### src/lsp_pkg.sv
// Package for the link-state shortest-path engine: sizes, opcodes, controller states,
// the controller/datapath command and status structs, and the link-table address helper.
// Has no dependencies.
package lsp_pkg;

    localparam int NODES     = 16;
    localparam int COST_BITS = 16;

    localparam int NODE_W    = $clog2(NODES);
    localparam int LINKS     = NODES * NODES;
    localparam int LINK_AW   = $clog2(LINKS);
    localparam int PATH_W    = 20;
    localparam int SUM_W     = ((PATH_W > COST_BITS) ? PATH_W : COST_BITS) + 1;
    localparam int OUT_COUNT = (NODES < 16) ? NODES : 16;

    localparam logic [PATH_W-1:0] PATH_MAX = '1;

    // Field widths on the ports
    localparam int OP_W       = 2;
    localparam int IDX_W      = 4;
    localparam int IN_COST_W  = 16;
    localparam int IN_DATA_W  = 24;
    localparam int OUT_DATA_W = 32;

    typedef enum logic [OP_W-1:0] {
        OP_SET     = 2'd0,
        OP_REMOVE  = 2'd1,
        OP_CLEAR   = 2'd2,
        OP_COMPUTE = 2'd3
    } op_t;

    typedef enum logic [2:0] {
        ST_IDLE,
        ST_RELAX,
        ST_DRAIN,
        ST_SELECT,
        ST_EMIT
    } st_t;

    typedef struct packed {
        logic              upd;     // apply a table op from the input item
        logic              start;   // begin a route computation
        logic              issue;   // read link pair (u, idx) / (idx, u)
        logic              settle;  // settle the best candidate
        logic              emit;    // load route entry idx into the output register
        logic              last;    // entry being loaded is the final one
        logic [NODE_W-1:0] idx;
    } lsp_cmd_t;

    typedef struct packed {
        logic src_ok;    // self node is inside the table
        logic found;     // a candidate was found in the last pass
        logic out_free;  // output register can take an entry this cycle
    } lsp_stat_t;

    function automatic logic [LINK_AW-1:0] link_addr(input logic [NODE_W-1:0] u,
                                                     input logic [NODE_W-1:0] v);
        return LINK_AW'(int'(u) * NODES + int'(v));
    endfunction

endpackage

### src/lsp_ctrl.sv
// Controller for the shortest-path engine: accepts items, sequences the
// relax/select passes and the route-table emission. Depends on lsp_pkg.
module lsp_ctrl (
    input  logic               aclk,
    input  logic               aresetn,
    input  logic               s_tvalid,
    output logic               s_tready,
    input  lsp_pkg::op_t       in_op,
    input  lsp_pkg::lsp_stat_t stat,
    output lsp_pkg::lsp_cmd_t  cmd
);
    import lsp_pkg::*;

    st_t               state_reg, state_next;
    logic [NODE_W-1:0] cnt_reg, cnt_next;
    logic              accept;

    always_ff @(posedge aclk) begin
        if (!aresetn) begin
            state_reg <= ST_IDLE;
            cnt_reg   <= '0;
        end else begin
            state_reg <= state_next;
            cnt_reg   <= cnt_next;
        end
    end

    always_comb begin
        state_next = state_reg;
        cnt_next   = cnt_reg;
        s_tready   = 1'b0;
        accept     = 1'b0;
        cmd        = '0;
        cmd.idx    = cnt_reg;
        unique case (state_reg)
            ST_IDLE: begin
                s_tready = 1'b1;
                accept   = s_tvalid;
                if (accept) begin
                    if (in_op == OP_COMPUTE) begin
                        cmd.start  = 1'b1;
                        cnt_next   = '0;
                        state_next = stat.src_ok ? ST_RELAX : ST_EMIT;
                    end else begin
                        cmd.upd = 1'b1;
                    end
                end
            end
            ST_RELAX: begin
                cmd.issue = 1'b1;
                if (cnt_reg == NODE_W'(NODES - 1)) begin
                    cnt_next   = '0;
                    state_next = ST_DRAIN;
                end else begin
                    cnt_next = cnt_reg + 1'b1;
                end
            end
            ST_DRAIN: begin
                // last pair of the pass is folded in at this edge
                state_next = ST_SELECT;
            end
            ST_SELECT: begin
                cmd.settle = 1'b1;
                cnt_next   = '0;
                state_next = stat.found ? ST_RELAX : ST_EMIT;
            end
            ST_EMIT: begin
                if (stat.out_free) begin
                    cmd.emit = 1'b1;
                    cmd.last = (cnt_reg == NODE_W'(OUT_COUNT - 1));
                    if (cmd.last) begin
                        cnt_next   = '0;
                        state_next = ST_IDLE;
                    end else begin
                        cnt_next = cnt_reg + 1'b1;
                    end
                end
            end
            default: begin
                state_next = ST_IDLE;
            end
        endcase
    end

endmodule

### config.mk
export PLATFORM = sky130hd
export DESIGN_NAME = lsp_ctrl
export DESIGN_NICKNAME = d
export VERILOG_FILES = /design/src/lsp_pkg.sv /design/src/lsp_ctrl.sv
export SDC_FILE = /design/constraint.sdc
export NUM_CORES = 1
export LEC_CHECK = 0
export BUFFER_PORTS_ARGS = -buffer_cell sky130_fd_sc_hd__buf_2
export CORE_ASPECT_RATIO = 1.2
export CORE_UTILIZATION = 26
export DETAILED_ROUTE_END_ITERATION = 8
export PLACE_DENSITY = 0.44
export SYNTH_ARGS = -nofsm -noshare
export SYNTH_HDL_FRONTEND = slang
export SYNTH_SLANG_ARGS = --single-unit
### constraint.sdc
create_clock -name aclk -period 3.5 [get_ports aclk]
set_clock_uncertainty 0.1 [all_clocks]
set_input_delay 0 -clock aclk [delete_from_list [all_inputs] [get_ports aclk]]
set_output_delay 0 -clock aclk [all_outputs]
set_load 0.05 [all_outputs]
# Word level (Yosys, flattened, before mapping)
# Index checks and enable logic that the tools add are counted.
[classes]
addsub = 1
muxes = 22
n_eq_ne = 11
n_reduce_logical = 4
[op_table]
columns = ["op", "count"]
rows = [
  ["2-to-1 mux 3 bit", 7],
  ["2-to-1 mux 4 bit", 4],
  ["case mux 4 bit (4 select lines)", 1],
  ["case mux 3 bit (5 select lines)", 1],
  ["inequality test 2 bit, second input constant", 5],
  ["2-to-1 mux 2 bit", 4],
  ["== test 3 x 2 -> 1 bit, second input constant", 2],
  ["2-to-1 mux 1 bit", 5],
  ["AND reduction 5 bit", 1],
  ["adder 4 x 1 -> 4 bit, second input constant", 1],
  ["== test 4 bit, second input constant", 1],
  ["AND reduction 4 bit", 1],
  ["nonzero test 4 bit", 1],
  ["== test 3 x 1 -> 1 bit, second input constant", 1],
  ["== test 3 bit, second input constant", 1],
  ["zero test 3 bit", 1],
  ["== test 2 bit, second input constant", 1],
]
[word_totals]
output_inout_bits = 11
ff_bits = 7
elab_cells = 40

# Depth between registers and ports, before layout
# Gate-level depths: netlist (run 1).
[logic_depth]
ltp_word = 4
ltp_mapped = 6
mapped_depth_nobuf = 5

# Worst setup path after synthesis (run 1)
# OpenSTA, ideal clock, no wires.
[synth_path]
kind = "register to output"
start = "register state_reg[1]"
end = "output port cmd[9] in the netlist's numbering"
arrival_time_ps = 2241
path_stages_with_launch = 4
path_slack_ps = 1159
t_required_ps = 3400
cell_sequence = "dfxtp_1 buf_4 nor3_1 and3_1"
[synth_lines]
columns = ["element", "line_no", "source"]
rows = [
  ["start: declaration", "lsp_ctrl.sv:14", "st_t state_reg, state_next;"],
  ["start signal: assignment", "lsp_ctrl.sv:23", "state_reg <= state_next;"],
  ["end: declaration", "lsp_ctrl.sv:10", "output lsp_pkg::lsp_cmd_t cmd"],
]

# Final worst setup path (run 1)
[layout_path]
start = "register cnt_reg[0]"
end = "register state_reg[0]"
[layout_via]
elab_chain_len = 3
elab_cells_between_ends = 4
[layout_lines]
columns = ["element", "line_no", "source"]
rows = [
  ["start: declaration", "lsp_ctrl.sv:15", "logic [NODE_W-1:0] cnt_reg, cnt_next;"],
  ["start signal: assignment", "lsp_ctrl.sv:24", "cnt_reg <= cnt_next;"],
  ["== test 4 bit *", "lsp_ctrl.sv:51, lsp_ctrl.sv:70", ""],
  ["inequality test 2 bit (no line)", "--", ""],
  ["AND reduction 5 bit (no line) *", "--", ""],
]
# Every way passes the cells marked *; elsewhere a longest branch is shown, timed or not.
# A chain may end at the register's enable or synchronous reset.

==> results.yml, run 1 <==
setup_path:
  cp-start-kind: "flip-flop"
  slowest_delay_ps: 540
  reg2regPathDepth: 6
  crit_path_cell_trace: "ha_1 -> and3_1 -> o22ai_1 -> a21oi_1 -> nor2_1 -> dlygate4sd3_1"
  worstPathRequired_ps: 3530
  critPathKind: "flip-flop to flip-flop"
  slowest_stage: "dlygate4sd3_1"
  crit_arrival_ps: 2020
  crit_fanout: 6
  r2r_slack_ps: 1510
  r2r-end: "state_reg[0]"
  reg2reg_from: "cnt_reg[0]"
  crit_path_end_kind: "flip-flop"
clock_network:
  post_cts_buffers: 0
  cts_buffer_depth: 2
  cts-root-buf: "clkbuf_4"
  clk_latency_ps: 250
  cts_sinks: 7
  cts_buffers: 3
  clkTransAtPathRegs_ps: 50
  htreeDepth: 1
  cts_tree: "yes"
final_layout:
  utilization: 0.352
  largest_reg_flops: 4
  fillers: 212
  multi_input_area_um2: 338
  drive_gt1_frac: 0.366
  syn_to_final_growth_pct: 25.8
  fin_nets: 92
  final_cell_area_um2: 659
  final_cells: 101
  antenna_cells: 0
  regArea_um2: 140
place:
  placed_area_um2: 603
  gp_congestion: 0.770
  dpl.cell_count: 94
  portBuffers: 18
  dp_hpwl_um: 892
power_and_ir_drop:
  ir_worst_vdd_mv: 0.158
  leakage_nw: 0.296
  seqPwrFrac: 0.422
  p_sw_w: 0.0000606
  p_int_w: 0.000142
  p_comb_frac: 0.222
  power_frac_clock: 0.356
  power_density_nw_per_um2: 307
  switching_share: 0.299
global_route:
  grt_max_degree: 15
  antenna_found_initial: 0
  grt_pass1_wl_um: 1840
  grt_overflow_total: 0
  grtUsageTotal: 0.112
  grt_pass1_vias: 432
synth:
  yosysSeqAreaShare: 0.267
  ys_async_sr_fraction: 0
  synthTopCellsByCount: "8 x nor2_1, 7 x dfxtp_1, 5 x a21oi_1"
  yosysUniqueCellTypes: 32
  synth_top_cell_area_share: 0.267
  synth.area.top_cells: "dfxtp_1 27%, nor2_1 5.7%, nand4bb_4 5.3%"
  syn-cell-area_um2: 524
  synth_edf_count: 0
  yosys_warnings: 0
  synth_seq_cells: 7
  synth_area_per_cell_um2: 8.59
  synth.most_common_cell: "nor2_1"
  ys.flop_type: "dfxtp_1"
  synth_cells: 61
  yosys.area.top_type: "dfxtp_1"
  syn_nets: 70
floorplanning:
  die_x_um: 43.0
  initial_core_util: 0.280
  die_area_um2: 2200
  design.core.area_um2: 1870
  rows: 17
  die_h_um: 51.2
  ioPinCount: 19
sta:
  setup_tns_ps: 0
  holdWs_ps: 34.0
  fmax_ghz: 0.503
  worst_slew_pin_slew_ps: 467
  slew_viol_final: 0
  hold_viol: 0
  period_minus_slack_ps: 1990
  post-route-period-util: 0.568
  setup_viol: 0
  rsz0062_at_grt: "no"
  relSlewSlack: 0.688
routing:
  wl_per_cell_um: 11.1
  drc_errors: 0
  ant_nets: 0
  vias: 491
  drt_iter0_markers: 8
  routed_wl_um: 1120
  vias_per_cell: 4.86
  first_pass_iters: 4
hold_path:
  holdPathEnd: "state_reg[2]"
  hold_path_class: "input port to flip-flop"
  holdPathStages: 4
  worst_hold_startpoint: "stat[0]"
run_status:
  status: "completed"
flow_run:
  maxCapViolCount: 0
-- worst max-delay path: cells and delay by family (launching register included) --
family	cells	cell delay, ps
buf+inv	1	540
flops	1	410
simple gates	2	350
fa+ha+maj	1	240
compound gates	2	230
-- logic make-up after synthesis --
| family | Yosys count | synth area share |
|---|---|---|
| adder cells (fa/ha/maj) | 1 | 0.0239 |
| XOR/XNOR | 1 | 0.0167 |
| multiplexers | 1 | 0.0215 |
| buffers and inverters | 7 | 0.0883 |
| AND/OR/NAND/NOR | 30 | 0.358 |
| AO/OA/AOI/OAI | 14 | 0.224 |
| flip-flops | 7 | 0.267 |
-- per-stage QoR --
step / power [W] / setup WS [ps]
floorplan: 0.000120 / 1160
global placement: 0.000130 / 1870
detailed placement: 0.000130 / 1880
CTS: 0.000208 / 1490
global route: 0.000217 / 1360
finish: 0.000203 / 1510
-- area by class of cell --
type | count | area share
multi-input cells | 47 | 0.512
flip-flops and latches | 7 | 0.213
repair buffers | 21 | 0.182
clock buffers | 4 | 0.0398
well taps | 19 | 0.0361
inverters | 3 | 0.0171
-- repair_timing --
action / in CTS / in global routing
hold buffers: 3 / 0
gates resized for setup: 0 / 0
endpoints found under the hold margin: 7 / 0
-- metal layers --
metal | track usage | routed length (um) | up-vias | part of all wire
li1 | - | - | 258 | -
met1 | 0.141 | 524 | 217 | 0.47
met2 | 0.167 | 511 | 14 | 0.46
met3 | 0.0141 | 72 | 2 | 0.064
met4 | 0.0909 | 14 | 0 | 0.012
met5 | 0 | 0 | - | 0
-- power groups by stage --
stage,registers [W],clock network (W),logic [W]
floorplan,0.0000871,0,0.0000327
global placement,0.0000870,0,0.0000434
detailed placement,0.0000871,0,0.0000432
CTS,0.0000853,0.0000770,0.0000456
global route,0.0000858,0.0000826,0.0000488
finish,0.0000854,0.0000721,0.0000450
-- worst max-delay path by stage --
stage          depth (start not counted)    startpoint  slack, ps            to
6_report                               6    cnt_reg[0]       1510  state_reg[0]
3_5_place_dp                           5    cnt_reg[0]       1880  state_reg[2]
3_3_place_gp                           5    cnt_reg[0]       1870  state_reg[2]
5_1_grt                                6    cnt_reg[0]       1360  state_reg[0]
4_1_cts                                6    cnt_reg[0]       1490  state_reg[0]
2_1_floorplan                          3  state_reg[1]       1160        cmd[9]
-- cells in the final DEF (no fill, tap or decap), types with 2 or more instances in the layout --
master	netlist	final
nand2_1	4	4
a211oi_2	2	2
a21oi_1	5	5
nand2b_1	2	2
nor3_1	3	3
and3_1	2	2
dlygate4sd3_1	0	3
buf_2	1	18
nor2b_1	2	2
clkbuf_4	0	3
dfxtp_1	7	7
nor2_1	8	8
inv_1	3	3
(Power assumes the default switching activity.)
==> run 2: changes to the inputs <==
--- a/config.mk
+++ b/config.mk
@@ -9,7 +9,7 @@
 export CORE_ASPECT_RATIO = 1.2
 export CORE_UTILIZATION = 26
 export DETAILED_ROUTE_END_ITERATION = 8
-export PLACE_DENSITY = 0.44
+export PLACE_DENSITY = 0.46
 export SYNTH_ARGS = -nofsm -noshare
 export SYNTH_HDL_FRONTEND = slang
 export SYNTH_SLANG_ARGS = --single-unit
==> constraint.sdc (replaced) <==
create_clock -name aclk -period 1.8 [get_ports aclk]
set_clock_uncertainty 0.1 [all_clocks]
set_input_delay 0 -clock aclk [delete_from_list [all_inputs] [get_ports aclk]]
set_output_delay 0 -clock aclk [all_outputs]
set_load 0.05 [all_outputs]
==> run 2 against run 1 <==
Effect of this change: clock-buffer cell count did not move; via count grew 4.1%; routed wire length is 10% higher; combinational power is 100% higher; sequential share of layout area is 0.67 points lower; highest routed layer unchanged; critical path type is now flip-flop to primary output; critical endpoint is now cmd[4]; global-route usage increased by 1.3 points.
==> results.yml, run 2 (same netlist as run 1, synthesis figures left out) <==
run_status:
  status: "completed"
setup_path:
  crit_fanout: 6
  worstPathRequired_ps: 1700
  critPathKind: "flip-flop to primary output"
  crit_path_cell_trace: "ha_1 -> and3_1 -> nor2b_4 -> buf_2"
  slowest_stage: "dfxtp_2"
  crit_path_end_kind: "primary output"
  path_buf_inv: 1
  cp-start-kind: "flip-flop"
  path_delay_family: "simple AND/OR/NAND/NOR gates"
  slowest_delay_ps: 380
  crit_arrival_ps: 1570
clock_network:
  cts_buffer_depth: 2
  htreeDepth: 1
  cts_sinks: 7
  clkTransAtPathRegs_ps: 60
  cts_tree: "yes"
  cts-root-buf: "clkbuf_4"
  clk_latency_ps: 250
  cts_buffers: 3
routing:
  routed_wl_um: 1240
  wl_met2_um: 605
  drc_errors: 0
  top_layer: "met4"
  wl_met1_um: 558
  vias: 511
  vias_per_cell: 4.96
  route.met3.wl_um: 57
  wl_per_cell_um: 12.0
  drt_iter0_markers: 8
  ant_nets: 0
  first_pass_iters: 2
floorplanning:
  ioPinCount: 19
  die_area_um2: 2200
  die_x_um: 43.0
  initial_core_util: 0.280
  rows: 17
  die_h_um: 51.2
  design.core.area_um2: 1870
power_and_ir_drop:
  leakage_nw: 0.308
  power_frac_clock: 0.365
  switching_share: 0.312
  seqPwrFrac: 0.409
  power_w: 0.000403
  p_comb_frac: 0.226
  ir_worst_vdd_mv: 0.266
  p_int_w: 0.000277
  p_sw_w: 0.000126
  power_density_nw_per_um2: 581
final_layout:
  drive_gt1_frac: 0.452
  final_common_cell: "buf_2"
  antenna_cells: 0
  mostFrequentLayoutCells: "18 x buf_2, 8 x nor2_1, 5 x a21oi_1, 5 x dfxtp_1, 4 x nand2_1"
  fin_nets: 94
  largest_reg_flops: 4
  utilization: 0.370
  syn_to_final_growth_pct: 32.2
place:
  gp_congestion: 0.770
  portBuffers: 18
  dp_hpwl_um: 971
sta:
  slew_viol_final: 0
  period_minus_slack_ps: 1670
  fmax_ghz: 0.597
  worst_slew_pin_slew_ps: 420
  relSlewSlack: 0.720
  post-route-period-util: 0.930
  setup_viol: 0
  hold_viol: 0
  rsz0062_at_grt: "no"
hold_path:
  hold_path_class: "input port to flip-flop"
global_route:
  grt_pass1_wl_um: 2070
  grt_pass1_vias: 482
  grt_overflow_total: 0
  antenna_found_initial: 0
  grt_max_degree: 10
  grtUsageTotal: 0.124
flow_run:
  maxCapViolCount: 0
[run 2: cell type report]
| class | count | area (um^2) |
|---|---|---|
| well taps | 19 | 23.8 |
| clock buffers | 4 | 26.3 |
| repair buffers | 23 | 133 |
| inverters | 3 | 11.3 |
| flip-flops and latches | 7 | 143 |
| fillers | 201 | 1180 |
| multi-input cells | 47 | 357 |
[run 2: worst register-to-register path, delay by kind of cell, from the launching register on]
| kind | cells | cell delay (ps) |
|---|---|---|
| flip-flops | 1 | 380 |
| adder cells (fa/ha/maj) | 1 | 210 |
| AO/OA/AOI/OAI | 1 | 210 |
| AND/OR/NAND/NOR | 3 | 550 |
[run 2: timing repair]
item / in CTS / in global routing
hold endpoints to repair: 5 / 0
hold buffers: 2 / 0
buffers inserted: 0 / 0
gates resized for setup: 0 / 0
[run 2: worst paths after layout]
| path | startpoint | endpoint | cells past startpoint | slack [ps] |
|---|---|---|---|---|
| worst max-delay path | cnt_reg[0] | cmd[4] | 4 | 130 |
| worst min register to register | cnt_reg[1] | cnt_reg[1] | 2 | 380 |
| worst max register to register | cnt_reg[0] | state_reg[2] | 5 | 270 |
| worst min-delay path | stat[0] | state_reg[2] | 4 | 40 |
[run 2: power by group through the flow]
stage	combinational [W]	sequential, W	clock, W
2_1_floorplan	0.0000653	0.000170	0
5_1_grt	0.0000976	0.000166	0.000161
6_report	0.0000909	0.000165	0.000147
4_1_cts	0.0000915	0.000165	0.000151
3_3_place_gp	0.0000888	0.000168	0
3_5_place_dp	0.0000877	0.000168	0
[run 2: per-stage QoR]
step	TNS (ps)	hold slack [ps]	area, um^2	setup WS, ps	std cells
2_1_floorplan	-59.6	40.7	546	-59.6	61
4_1_cts	0	47.2	693	123	103
5_1_grt	0	60.4	693	36.9	103
3_3_place_gp	0	173	647	264	97
6_report	0	39.7	693	126	103
3_5_place_dp	0	164	647	283	97
[run 2: routing by layer]
metal	track usage	up-vias
met5	0	-
li1	-	266
met3	0.0318	2
met1	0.138	230
met4	0.0455	0
met2	0.225	13
==> run 3: changes to the inputs <==
--- a/config.mk
+++ b/config.mk
@@ -6,10 +6,12 @@
 export NUM_CORES = 1
 export LEC_CHECK = 0
 export BUFFER_PORTS_ARGS = -buffer_cell sky130_fd_sc_hd__buf_2
+export CELL_PAD_IN_SITES_DETAIL_PLACEMENT = 0
+export CELL_PAD_IN_SITES_GLOBAL_PLACEMENT = 1
 export CORE_ASPECT_RATIO = 1.2
 export CORE_UTILIZATION = 26
 export DETAILED_ROUTE_END_ITERATION = 8
-export PLACE_DENSITY = 0.46
+export PLACE_DENSITY = 0.6
 export SYNTH_ARGS = -nofsm -noshare
 export SYNTH_HDL_FRONTEND = slang
 export SYNTH_SLANG_ARGS = --single-unit
==> run 3 against run 2 <==
Effect of this change: critical path depth stayed put; cell area decreased by 1.1%; clock power fell by 3%; routed wire length shrank 2.5%; power fell by 1.7%; fmax is 1.2% higher; clock-buffer cell count did not move; global-route usage is 0.23 points higher; register-to-register slack worse by 60 ps.
==> results.yml, run 3 (same netlist as run 1, synthesis figures left out) <==
final_layout:
  mostFrequentLayoutCells: "18 x buf_2, 8 x nor2_1, 5 x a21oi_1, 5 x dfxtp_1, 4 x nand2_1"
  antenna_cells: 0
  fillers: 202
  final_cells: 102
  fin_nets: 93
  final_common_cell: "buf_2"
  largest_reg_flops: 4
  drive_gt1_frac: 0.446
  syn_to_final_growth_pct: 30.8
sta:
  period_minus_slack_ps: 1650
  fmax_ghz: 0.604
  slew_viol_final: 0
  setup_viol: 0
  worst_slew_pin_slew_ps: 497
  hold_viol: 0
  relSlewSlack: 0.668
  post-route-period-util: 0.919
  rsz0062_at_grt: "no"
power_and_ir_drop:
  ir_worst_vdd_mv: 0.264
  switching_share: 0.303
  power_density_nw_per_um2: 578
  leakage_nw: 0.303
  p_sw_w: 0.000120
  p_int_w: 0.000276
  seqPwrFrac: 0.421
  p_comb_frac: 0.220
  power_frac_clock: 0.359
  power_w: 0.000396
clock_network:
  cts_buffers: 3
  post_cts_buffers: 0
  htreeDepth: 1
  clkTransAtPathRegs_ps: 50
  cts_sinks: 7
  clk_latency_ps: 250
  cts_tree: "yes"
  cts-root-buf: "clkbuf_4"
  cts_buffer_depth: 2
global_route:
  grtUsageTotal: 0.126
  grt_overflow_total: 0
  grt_pass1_wl_um: 2080
  grt_pass1_vias: 487
  antenna_found_initial: 0
  grt_max_degree: 13
routing:
  wl_per_cell_um: 11.8
  routed_wl_um: 1210
  vias_per_cell: 4.96
  first_pass_iters: 4
  drt_iter0_markers: 2
  vias: 506
  ant_nets: 0
  drc_errors: 0
place:
  dp_hpwl_um: 969
  dpl.cell_count: 96
  portBuffers: 18
  gp_congestion: 0.751
setup_path:
  crit_path_cell_trace: "ha_1 -> and3_1 -> nor2b_4 -> buf_2"
  critPathKind: "flip-flop to primary output"
  slowest_stage: "dfxtp_2"
  crit_path_end_kind: "primary output"
  crit_fanout: 6
  worstPathRequired_ps: 1700
  crit_arrival_ps: 1550
  slowest_delay_ps: 360
  cp-start-kind: "flip-flop"
floorplanning:
  rows: 17
  design.core.area_um2: 1870
  die_area_um2: 2200
  die_x_um: 43.0
  initial_core_util: 0.280
  die_h_um: 51.2
  ioPinCount: 19
run_status:
  status: "completed"
flow_run:
  maxCapViolCount: 0
hold_path:
  hold_path_class: "input port to flip-flop"
-- run 3: metrics by stage --
step | hold WS (ps) | util | TNS [ps] | worst slack (ps) | cell area (um^2)
2_1_floorplan | 40.7 | - | -59.6 | -59.6 | 546
3_3_place_gp | 154 | 0.342 | 0 | 170 | 639
3_5_place_dp | 163 | 0.342 | 0 | 197 | 639
4_1_cts | 21.2 | 0.366 | 0 | 129 | 686
5_1_grt | 51.6 | 0.366 | 0 | 47.7 | 686
6_report | 26.3 | 0.366 | 0 | 145 | 686
-- run 3: area by class of cell --
cell class / instances / area, um^2 / share of cell area
multi-input cells: 47 / 357 / 0.520
repair buffers: 22 / 125 / 0.182
clock buffers: 4 / 26.3 / 0.0383
flip-flops and latches: 7 / 143 / 0.208
well taps: 19 / 23.8 / 0.0347
inverters: 3 / 11.3 / 0.0164
-- run 3: power by group through the flow --
stage / combinational (W) / sequential (W) / clock [W]
6_report: 0.0000872 / 0.000167 / 0.000142
5_1_grt: 0.0000950 / 0.000168 / 0.000159
4_1_cts: 0.0000884 / 0.000167 / 0.000150
3_5_place_dp: 0.0000848 / 0.000170 / 0
3_3_place_gp: 0.0000855 / 0.000170 / 0
2_1_floorplan: 0.0000653 / 0.000170 / 0
-- run 3: layer usage --
layer,share of wire,vias to the layer above,track usage
li1,-,265,-
met1,0.46,226,0.140
met2,0.49,13,0.212
met3,0.041,2,0.0247
met4,0.010,0,0.0909
met5,0,-,0
-- run 3: repair_timing --
action,4_1_cts,5_1_grt
endpoints found under the hold margin,7,0
hold buffers,2,0
gates resized for setup,0,0
-- run 3: critical path: cells and delay by family, from the launching register on --
family,cells,cell delay [ps]
and+or+nand+nor,2,470
DFF,1,360
buffers and inverters,1,260
adders and majority gates,1,210
-- run 3: final timing paths --
| check | start | to | slack, ps | cells past startpoint |
|---|---|---|---|---|
| hold / removal | stat[0] | state_reg[2] | 30 | 4 |
| setup reg to reg | state_reg[0] | cnt_reg[3] | 210 | 4 |
| hold reg to reg | cnt_reg[1] | cnt_reg[1] | 380 | 2 |
| setup / recovery | cnt_reg[0] | cmd[4] | 150 | 4 |
